<file path="config.mk">
export PLATFORM = sky130hd
export DESIGN_NAME = decaying_topic_momentum_table_core
export DESIGN_NICKNAME = d
export VERILOG_FILES = /design/src/rtl/dtmt_pkg.sv /design/src/rtl/decaying_topic_momentum_table_core.sv
export SDC_FILE = /design/constraint.sdc
export NUM_CORES = 2
export LEC_CHECK = 0
export ABC_AREA = 1
export BUFFER_PORTS_ARGS = -buffer_cell sky130_fd_sc_hd__clkbuf_2
export CAP_MARGIN = 10
export CORE_MARGIN = 3
export CORE_UTILIZATION = 30
export CTS_BUF_LIST = sky130_fd_sc_hd__clkbuf_8
export DETAILED_ROUTE_END_ITERATION = 10
export GPL_TIMING_DRIVEN = 0
export SLEW_MARGIN = 10
export SYNTH_ARGS = -nofsm -noshare
export SYNTH_HDL_FRONTEND = slang
export SYNTH_SLANG_ARGS = --single-unit
</file>
<file path="constraint.sdc">
create_clock -name clk -period 9.35 [get_ports clk]
set_input_delay 0.4675 -clock clk [delete_from_list [all_inputs] [get_ports clk]]
set_output_delay 0.4675 -clock clk [all_outputs]
set_load 0.05 [all_outputs]
</file>
<file path="src/rtl/dtmt_pkg.sv">
// Shared constants and types for the decaying topic momentum table.
// No dependencies; used by decaying_topic_momentum_table_core.
package dtmt_pkg;

  localparam int SLOTS_DEF   = 16;
  localparam int KEY_W       = 16;
  localparam int MOM_W       = 10;
  localparam int AMT_W       = 10;
  localparam int IDX_OUT_W   = 4;
  localparam int OP_W        = 2;
  localparam int DECAY_SHIFT = 8;

  localparam logic [MOM_W-1:0]       MOM_MAX   = MOM_W'(1000);
  localparam logic [KEY_W-1:0]       NO_KEY    = 16'hFFFF;
  localparam logic [DECAY_SHIFT-1:0] DECAY_MUL = 8'd245;

  typedef enum logic [OP_W-1:0] {
    OP_BOOST = 2'd0,
    OP_DECAY = 2'd1,
    OP_QUERY = 2'd2,
    OP_NONE  = 2'd3
  } opcode_t;

endpackage

</file>
<file path="src/rtl/decaying_topic_momentum_table_core.sv">
// Decaying topic momentum table: keyed 10-bit counters with boost, decay and query.
// Depends on dtmt_pkg (constants, opcode type).

// One operation may be started in every cycle (start high while busy is low);
// busy is high only during reset and the cycle after it. The input register is
// loaded at the transfer edge and the result register at the next edge, so done
// is high for exactly one cycle per operation, once the result register is loaded.
// The receiver cannot stall, so results must be captured when done is high. The
// table is cleared by reset.
module decaying_topic_momentum_table_core #(
  parameter int SLOTS = dtmt_pkg::SLOTS_DEF
) (
  input  logic                            clk,
  input  logic                            rst,
  input  logic                            start,
  output logic                            busy,
  input  logic [dtmt_pkg::OP_W-1:0]       opcode,
  input  logic [dtmt_pkg::KEY_W-1:0]      topic,
  input  logic [dtmt_pkg::AMT_W-1:0]      amount,
  output logic                            done,
  output logic [dtmt_pkg::MOM_W-1:0]      momentum,
  output logic [dtmt_pkg::IDX_OUT_W-1:0]  slot_index,
  output logic                            found,
  output logic                            ignored
);

  localparam int IW = $clog2(SLOTS);
  localparam int P  = 1 << IW;
  localparam int KW = dtmt_pkg::KEY_W;
  localparam int MW = dtmt_pkg::MOM_W;
  localparam int PW = MW + dtmt_pkg::DECAY_SHIFT;

  // input register
  logic                   in_valid;
  dtmt_pkg::opcode_t      in_op;
  logic [KW-1:0]          in_topic;
  logic [dtmt_pkg::AMT_W-1:0] in_amount;

  // table
  logic [KW-1:0] slot_key      [SLOTS];
  logic [MW-1:0] slot_momentum [SLOTS];
  logic [KW-1:0] slot_key_next      [SLOTS];
  logic [MW-1:0] slot_momentum_next [SLOTS];

  logic [SLOTS-1:0] free_v, hit_v, qhit_v;
  logic [SLOTS-1:0] hit_1h, qhit_1h, free_1h;
  logic [IW-1:0]    hit_idx, qhit_idx, free_idx, new_idx;
  logic [MW-1:0]    hit_mom, qhit_mom;
  logic [MW:0]      sum;
  logic [MW-1:0]    sat_sum, amt_cap;
  logic [MW-1:0]    dec [SLOTS];
  logic [PW-1:0]    prod [SLOTS];
  logic [MW-1:0]    tv [2*P];
  logic [IW-1:0]    ti [2*P];
  logic             in_ign, any_hit, any_qhit, any_free;

  logic                         done_next, found_next, ignored_next;
  logic [MW-1:0]                momentum_next;
  logic [dtmt_pkg::IDX_OUT_W-1:0] slot_index_next;

  always_ff @(posedge clk) begin
    if (rst) begin
      busy     <= 1'b1;
      in_valid <= 1'b0;
      done     <= 1'b0;
      for (int i = 0; i < SLOTS; i++) begin
        slot_key[i]      <= '0;
        slot_momentum[i] <= '0;
      end
    end else begin
      busy     <= 1'b0;
      in_valid <= start && !busy;
      done     <= done_next;
      for (int i = 0; i < SLOTS; i++) begin
        slot_key[i]      <= slot_key_next[i];
        slot_momentum[i] <= slot_momentum_next[i];
      end
    end
  end

  always_ff @(posedge clk) begin
    if (start && !busy) begin
      in_op     <= dtmt_pkg::opcode_t'(opcode);
      in_topic  <= topic;
      in_amount <= amount;
    end
    momentum   <= momentum_next;
    slot_index <= slot_index_next;
    found      <= found_next;
    ignored    <= ignored_next;
  end

  // slot match and free detection
  always_comb begin
    for (int i = 0; i < SLOTS; i++) begin
      free_v[i] = (slot_key[i] == '0) && (slot_momentum[i] == '0);
      qhit_v[i] = (slot_key[i] == in_topic);
      hit_v[i]  = qhit_v[i] && !free_v[i];
      prod[i]   = PW'(slot_momentum[i]) * PW'(dtmt_pkg::DECAY_MUL);
      dec[i]    = prod[i][PW-1:dtmt_pkg::DECAY_SHIFT];
    end
    hit_1h  = hit_v  & (~hit_v  + SLOTS'(1));
    qhit_1h = qhit_v & (~qhit_v + SLOTS'(1));
    free_1h = free_v & (~free_v + SLOTS'(1));
    any_hit  = |hit_v;
    any_qhit = |qhit_v;
    any_free = |free_v;
    hit_idx  = '0;
    qhit_idx = '0;
    free_idx = '0;
    hit_mom  = '0;
    qhit_mom = '0;
    for (int i = 0; i < SLOTS; i++) begin
      hit_idx  = hit_idx  | (hit_1h[i]  ? IW'(i) : '0);
      qhit_idx = qhit_idx | (qhit_1h[i] ? IW'(i) : '0);
      free_idx = free_idx | (free_1h[i] ? IW'(i) : '0);
      hit_mom  = hit_mom  | (hit_1h[i]  ? slot_momentum[i] : '0);
      qhit_mom = qhit_mom | (qhit_1h[i] ? slot_momentum[i] : '0);
    end
  end

  // lowest-momentum tree, earliest slot wins ties
  always_comb begin
    for (int n = 0; n < P; n++) begin
      tv[n] = '0;
      ti[n] = '0;
    end
    for (int n = P; n < 2 * P; n++) begin
      if (n - P < SLOTS) begin
        tv[n] = slot_momentum[n-P];
        ti[n] = IW'(n - P);
      end else begin
        tv[n] = '1;
        ti[n] = '0;
      end
    end
    for (int n = P - 1; n >= 1; n--) begin
      if (tv[2*n] <= tv[2*n+1]) begin
        tv[n] = tv[2*n];
        ti[n] = ti[2*n];
      end else begin
        tv[n] = tv[2*n+1];
        ti[n] = ti[2*n+1];
      end
    end
  end

  always_comb begin
    in_ign  = (in_topic == dtmt_pkg::NO_KEY);
    sum     = {1'b0, hit_mom} + (MW+1)'(in_amount);
    sat_sum = (sum > (MW+1)'(dtmt_pkg::MOM_MAX)) ? dtmt_pkg::MOM_MAX : sum[MW-1:0];
    amt_cap = (in_amount > dtmt_pkg::MOM_MAX) ? dtmt_pkg::MOM_MAX : MW'(in_amount);
    new_idx = any_free ? free_idx : ti[1];

    for (int i = 0; i < SLOTS; i++) begin
      slot_key_next[i]      = slot_key[i];
      slot_momentum_next[i] = slot_momentum[i];
    end
    done_next       = in_valid;
    momentum_next   = '0;
    slot_index_next = '0;
    found_next      = 1'b0;
    ignored_next    = 1'b0;

    if (in_valid) begin
      unique case (in_op)
        dtmt_pkg::OP_DECAY: begin
          for (int i = 0; i < SLOTS; i++) begin
            slot_momentum_next[i] = dec[i];
            if (dec[i] == '0) slot_key_next[i] = '0;
          end
        end
        dtmt_pkg::OP_BOOST: begin
          if (in_ign) begin
            ignored_next = 1'b1;
          end else if (any_hit) begin
            for (int i = 0; i < SLOTS; i++) begin
              if (hit_1h[i]) slot_momentum_next[i] = sat_sum;
            end
            momentum_next   = sat_sum;
            slot_index_next = dtmt_pkg::IDX_OUT_W'(hit_idx);
            found_next      = 1'b1;
          end else begin
            for (int i = 0; i < SLOTS; i++) begin
              if (new_idx == IW'(i)) begin
                slot_key_next[i]      = in_topic;
                slot_momentum_next[i] = amt_cap;
              end
            end
            momentum_next   = amt_cap;
            slot_index_next = dtmt_pkg::IDX_OUT_W'(new_idx);
          end
        end
        dtmt_pkg::OP_QUERY: begin
          if (in_ign) begin
            ignored_next = 1'b1;
          end else if (any_qhit) begin
            momentum_next   = qhit_mom;
            slot_index_next = dtmt_pkg::IDX_OUT_W'(qhit_idx);
            found_next      = 1'b1;
          end
        end
        dtmt_pkg::OP_NONE: begin
        end
        default: begin
        end
      endcase
    end
  end

endmodule

</file>
## Yosys cells after proc, flatten, opt, wreduce, memory -nomap -nowiden

Memory sizes are Yosys's and may differ from the RTL's.
Cells that the tools add are included.

| operators by class | value |
|---|---|
| $mul | 16 |
| reductions and logical operators | 105 |
| add/sub/neg operators | 4 |
| bitwise gates (word level) | 110 |
| muxes and demuxes | 232 |
| order comparisons | 17 |
| equal/unequal tests | 34 |

Operators by type and width:

| kind | count |
|---|---|
| $mux 10 | 100 |
| $mux 16 | 48 |
| $mux 256 | 3 |
| $pmux 256 s2 | 1 |
| $mux 160 | 3 |
| $logic_not 10->1 | 32 |
| $pmux 160 s2 | 1 |
| $or 10x10->10 | 30 |
| $mul 10x8->18 const B | 16 |
| $eq 16x16->1 | 16 |
| $logic_not 16->1 | 16 |
| $le 10x10->1 | 15 |
| $mux 4 | 36 |
| $or 4x4->4 | 21 |
| $add 16x1->16 const B | 3 |
| $and 16x16->16 | 3 |
| $not 16->16 | 3 |
| $reduce_or 16->1 | 3 |
| $mux 3 | 12 |
| $logic_and 1x1->1 | 33 |
| $eq 4x4->1 const B | 8 |
| $or 1x1->1 | 32 |
| $or 3x3->3 | 9 |
| $pmux 10 s2 | 1 |
| other kinds (22) | 73 |

| word-level totals | value |
|---|---|
| word-level logic and storage cells | 530 |
| bits in writable memories | 416 |
| bits in registers | 47 |
| output and inout bits | 18 |
| memories | 2 |

Memory list:

| name | words | width | rd ports | clocked after Yosys merged registers in | wr ports | RTL line | text |
|---|---|---|---|---|---|---|---|
| slot_key | 16 | 16 | 16 | 0 | 16 | decaying_topic_momentum_table_core.sv:40 | `logic [KW-1:0] slot_key [SLOTS];` |
| slot_momentum | 16 | 10 | 16 | 0 | 16 | decaying_topic_momentum_table_core.sv:41 | `logic [MW-1:0] slot_momentum [SLOTS];` |

## Depth between registers and ports, before layout

An unclocked memory read counts as a cell.

| depth | value |
|---|---|
| word-level depth | 33 |
| gate-level depth with buffers | 55 |
| mapped depth without buffers | 50 |

## Worst setup path before layout

OpenSTA, ideal clock, no wires.

| timing path | value |
|---|---|
| path kind | reg-to-reg |
| from | mem slot_momentum[0][37] (netlist bit) |
| to | mem slot_key[0][117] (netlist bit) |
| stages on the path, launching flop included | 46 |
| data arrival time | 6.988 ns |
| setup time | 0.111 ns |
| buffers on the path | 5 |
| data required time | 9.239 ns |
| slack | 2.251 ns |
| cells stage by stage | dfxtp_1 inv_1 ha_1 nand2_1 or4_1 o21ai_0 clkbuf_1 o21ai_0 ha_1 nand2_1 nor2_1 nand4_1 inv_1 o21a_1 nor4_1 a31oi_1 inv_1 clkbuf_1 [10 not listed] o21ai_0 ha_1 nand4_1 nor4_1 o21ai_0 a31oi_1 inv_1 a21oi_1 o21ai_2 nand2_1 nor2_1 nand4_1 nand2_2 and2_1 buf_6 buf_12 nor2_2 nor2_2 |

RTL lines:

| element | RTL line |
|---|---|
| start, declared | decaying_topic_momentum_table_core.sv:41 |
| end, declared | decaying_topic_momentum_table_core.sv:40 |

## Worst setup path after layout

| timing path | value |
|---|---|
| from | reg in_topic[6] |
| to | reg momentum[3] (netlist bit) |

| on the way | value |
|---|---|
| cells in the longest elaborated chain, start to end | 27 |
| elaborated cells on any way between the ends | 111 |

Ends and longest elaborated chain:

| element | RTL line | text |
|---|---|---|
| start, declared | decaying_topic_momentum_table_core.sv:36 | `logic [KW-1:0] in_topic;` |
| start signal, assigned | decaying_topic_momentum_table_core.sv:84 | `in_topic <= topic;` |
| $eq 16x16->1 | decaying_topic_momentum_table_core.sv:97 | `qhit_v[i] = (slot_key[i] == in_topic);` |
| $logic_and 1x1->1 | decaying_topic_momentum_table_core.sv:98 | `hit_v[i] = qhit_v[i] && !free_v[i];` |
| $not 16->16 | decaying_topic_momentum_table_core.sv:102 | `hit_1h = hit_v & (~hit_v + SLOTS'(1));` |
| $add 16x1->16 | decaying_topic_momentum_table_core.sv:102 |  |
| $and 16x16->16 | decaying_topic_momentum_table_core.sv:102 |  |
| $mux 10 | decaying_topic_momentum_table_core.sv:117 | `hit_mom = hit_mom \| (hit_1h[i] ? slot_momentum[i] : '0);` |
| $or 10x10->10 (15 in series) | decaying_topic_momentum_table_core.sv:117 |  |
| $add 10x10->11 | decaying_topic_momentum_table_core.sv:150 | `sum = {1'b0, hit_mom} + (MW+1)'(in_amount);` |
| $gt 11x10->1 | decaying_topic_momentum_table_core.sv:151 | `sat_sum = (sum > (MW+1)'(dtmt_pkg::MOM_MAX)) ? dtmt_pkg::MOM_MAX : sum[MW-1:0];` |
| $mux 10 | decaying_topic_momentum_table_core.sv:151 |  |
| $mux 10 | decaying_topic_momentum_table_core.sv:176 | `end else if (any_hit) begin` |
| $mux 10 | decaying_topic_momentum_table_core.sv:174 | `if (in_ign) begin` |
| $pmux 10 s2 (*) | decaying_topic_momentum_table_core.sv:166 | `unique case (in_op)` |
| end signal, assigned | decaying_topic_momentum_table_core.sv:87 | `momentum <= momentum_next;` |
| end, declared | decaying_topic_momentum_table_core.sv:21 | `output logic [dtmt_pkg::MOM_W-1:0] momentum,` |

Every way passes the cells marked *; elsewhere a longest branch is shown, timed or not.
A chain may end at the register's enable or synchronous reset.

==> flow_summary.json <==
{
  "finish.utilization": 0.333,
  "cap_violations": 0,
  "post_route_fraction_of_the_period_consumed_by_the_critical_path": 0.979,
  "maximum_clock_insertion_buffer_count": 3,
  "sequential_element_share_of_the_synthesized_area": 0.158,
  "first_global_vias": 55900,
  "io_buffer_count": 48,
  "detail-route-antenna-nets": 0,
  "drt-pass1-iter-count": 6,
  "worstPathRequired_ns": 10.01,
  "pin_count": 49,
  "ys_ff_latch": 463,
  "timing.critical_path.mode_cell": "sky130_fd_sc_hd__nand2_1",
  "drt_iter0_markers": 6345,
  "final-hold-violation-count": 0,
  "grt_max_degree": 18,
  "design.core.area_sq_um": 200000,
  "rows": 164,
  "slowest_stage": "sky130_fd_sc_hd__nor2_2",
  "drt-wirelength-per-cell_um": 22.9,
  "power.share.switching": 0.471,
  "wl_met2_um": 112000,
  "unrepaired_setup_endpoints_after_global_routing": "yes",
  "cts_root_cell": "sky130_fd_sc_hd__clkbuf_8",
  "critical_setup_path_kind": "reg -> reg",
  "finalSetupViolCount": 0,
  "max-slew-margin-rel": 0.0564,
  "clock_sinks": 463,
  "die_area_sq_um": 207000,
  "drt_wl_total_um": 257000,
  "p_int_w": 0.00425,
  "area_growth_syn_to_layout_pct": 10.2,
  "flop_pwr_share": 0.275,
  "via_per_inst": 5.20,
  "outcome": "complete, no violations",
  "routed-via-count": 58500,
  "worst-r2r-cell-count": 33,
  "timing.clock.skew_ns": 0.0847,
  "max_clock_freq_ghz": 0.109,
  "synth_enable_flop_cells": 28,
  "overall_overflow_remaining_after_global_route": 0,
  "asyncSetResetFlopFracSynth": 0,
  "fraction_of_power_consumed_by_the_clock_network": 0.255,
  "initial_antenna_violation_count": 12,
  "power.density_cell_area_nw_per_um2": 121,
  "transition_at_the_pin_with_the_smallest_max_transition_slack_ns": 1.42,
  "post_dp_hpwl_um": 203000,
  "topRoutingLayerUsed": "met5",
  "synth.net_count": 9804,
  "final_layout_size_suffix_gt1_frac": 0.0780,
  "synth_cells": 8349,
  "floorplan.initialDensity": 0.302,
  "critPathMaxFanout": 10,
  "gp_routability_congestion": 1.05,
  "postSynth.topFlopCell": "sky130_fd_sc_hd__dfxtp_1",
  "yosys_warnings": 0,
  "worst_path_largest_cell_delay_ns": 0.90,
  "chipWidth_um": 455,
  "post_synth.cell_area_avg_sq_um": 7.23,
  "pwr-share-comb": 0.470,
  "clock_tree_from_tritoncts": "done",
  "total_cts_buffers": 82,
  "slew_violations": 0,
  "mappedNetlistArea_sq_um": 60400,
  "yosysUniqueCellTypes": 67,
  "total_power_w": 0.00803,
  "routedLengthMet1_um": 104000,
  "netSwitchingPower_w": 0.00378,
  "finalNetCount": 9990,
  "wire_length_of_the_first_global_routing_pass_um": 370000,
  "worst_ir_drop_vdd_v": 0.000211,
  "critical_path.startpoint_type": "register",
  "cts.reportedPaths.clkPinSlew_ns": 0.06,
  "worstHoldPathCells": 2,
  "end_kind": "register",
  "clk-insertion-delay-late_ns": 0.86,
  "crit_arrival_ns": 9.82,
  "detail_route.drc_violations": 0,
  "groute.usage.overall": 0.243,
  "hold_path_class": "in -> reg",
  "die_h_um": 455,
  "htreeDepth": 3,
  "metal3_wl_um": 25700,
  "final.min_clock_period_ns": 9.16,
  "power.leakage_nw": 34.7
}
==> power groups by stage <==
stage | sequential (W) | combinational, W | clock (W)
2_1_floorplan | 0.00218 | 0.00231 | 0
3_3_place_gp | 0.00225 | 0.00341 | 0
3_5_place_dp | 0.00225 | 0.00346 | 0
4_1_cts | 0.00221 | 0.00353 | 0.00206
5_1_grt | 0.00222 | 0.00416 | 0.00214
6_report | 0.00221 | 0.00378 | 0.00205
==> routing by layer <==
metal,vias to the layer above,track usage
li1,27200,-
met1,28100,0.310
met2,2665,0.384
met3,606,0.0590
met4,6,0.118
met5,-,0.00560
==> flip-flops by register name (all words and copies together), names as in the netlist, 2 cells and up <==
name,cells
slot_key,256
momentum,10
in_amount,10
in_op,2
in_topic,16
slot_momentum,160
slot_index,4
==> metrics by stage <==
step	cells	setup TNS, ns	area, sq um	hold slack, ns	setup WS (ns)
after floorplan	8349	0	60400	0.447	2.25
after global placement	11100	-409.94	64000	0.447	-1.28
after global routing	11200	-5.18	66600	0.354	-0.110
final	11300	0	66600	0.347	0.193
after detailed placement	11100	-397.39	64000	0.489	-1.24
after CTS	11200	0	66200	0.287	0.00142
==> area by class of cell <==
type	instances	area, sq um
tap	2656	3320
buffer	294	1560
sequential	463	9760
inverter	1252	4730
clock inverter	43	297
multi-input combinational	6339	44800
fill	21500	133000
antenna	9	22.5
timing repair buffer	103	746
clock buffer	96	1320
==> final timing paths <==
path | startpoint | slack (ns) | endpoint
worst max-delay path | in_topic[6]$_DFFE_PP_ | 0.19 | momentum[3]$_SDFF_PN0_
worst min-delay path | opcode[1] | 0.35 | in_op[1]$_DFFE_PP_
worst max register to register | in_topic[6]$_DFFE_PP_ | 0.19 | momentum[3]$_SDFF_PN0_
worst min register to register | slot_key[0][182]$_SDFFE_PP0P_ | 0.50 | slot_key[0][182]$_SDFFE_PP0P_
==> layout by cell type, fill, tap and decap left out, types with 92 or more instances in the layout <==
master                     netlist  routed
sky130_fd_sc_hd__nor2_1       1191    1188
sky130_fd_sc_hd__o21ai_0       345     318
sky130_fd_sc_hd__ha_1          975     975
sky130_fd_sc_hd__xor2_1        182     182
sky130_fd_sc_hd__nand4_1       184     184
sky130_fd_sc_hd__clkbuf_8        0      96
sky130_fd_sc_hd__buf_2          90      92
sky130_fd_sc_hd__nand2_1      1509    1498
sky130_fd_sc_hd__a21oi_1       467     465
sky130_fd_sc_hd__fa_1          449     449
sky130_fd_sc_hd__inv_1        1219    1232
sky130_fd_sc_hd__xnor2_1       118     118
sky130_fd_sc_hd__dfxtp_1       435     324
sky130_fd_sc_hd__nand3_1       451     446
==> cells in the mapped netlist (18+ instances only) <==
cell | number | area, sq um
sky130_fd_sc_hd__a21o_1 | 26 | 195
sky130_fd_sc_hd__a21oi_1 | 467 | 2340
sky130_fd_sc_hd__buf_1 | 28 | 105
sky130_fd_sc_hd__buf_2 | 90 | 450
sky130_fd_sc_hd__buf_4 | 41 | 308
sky130_fd_sc_hd__clkbuf_1 | 119 | 447
sky130_fd_sc_hd__dfxtp_1 | 435 | 8710
sky130_fd_sc_hd__edfxtp_1 | 28 | 841
sky130_fd_sc_hd__fa_1 | 449 | 8990
sky130_fd_sc_hd__ha_1 | 975 | 12200
sky130_fd_sc_hd__inv_1 | 1219 | 4580
sky130_fd_sc_hd__inv_2 | 24 | 90.1
sky130_fd_sc_hd__nand2_1 | 1509 | 5660
sky130_fd_sc_hd__nand2_2 | 18 | 113
sky130_fd_sc_hd__nand3_1 | 451 | 2260
sky130_fd_sc_hd__nand3b_1 | 23 | 173
sky130_fd_sc_hd__nand4_1 | 184 | 1150
sky130_fd_sc_hd__nor2_1 | 1191 | 4470
sky130_fd_sc_hd__nor2_2 | 32 | 200
sky130_fd_sc_hd__nor3_1 | 79 | 395
sky130_fd_sc_hd__nor4_1 | 57 | 357
sky130_fd_sc_hd__o21ai_0 | 345 | 1730
sky130_fd_sc_hd__o21ai_1 | 29 | 145
sky130_fd_sc_hd__o21bai_1 | 20 | 150
sky130_fd_sc_hd__o22ai_1 | 23 | 144
sky130_fd_sc_hd__or2_2 | 22 | 138
sky130_fd_sc_hd__xnor2_1 | 118 | 1030
sky130_fd_sc_hd__xor2_1 | 182 | 1590
==> critical path: cells and delay by family, from the launching register on <==
kind	cells	cell delay, ns
adders and majority gates	1	0.46
AOI/OAI and AO/OA	4	1.34
DFF	1	0.36
buffers and inverters	6	1.94
and+or+nand+nor	21	4.70
xor gates and xnor gates	1	0.13
==> kinds of logic (layout without fill, tap and decap cells) <==
logic type,Yosys count,in the layout,synth area share
xor+xnor,300,300,0.0435
other cells,0,9,0
simple gates,3611,3611,0.254
compound gates,1003,1004,0.0908
fa+ha+maj,1424,1424,0.351
flops,463,463,0.158
buf+inv,1548,1788,0.103
==> what timing repair did <==
| action | CTS | global route |
|---|---|---|
| cloned | 0 | 1 |
| setup buffers | 1 | 22 |
| pin swaps | 0 | 8 |
| hold buffers | 30 | 0 |
| setup endpoints to repair | 420 | 422 |
| gates resized for setup | 136 | 122 |
| endpoints found under the hold margin | 31 | 0 |
No activity file was read; power rests on OpenSTA's default activity.
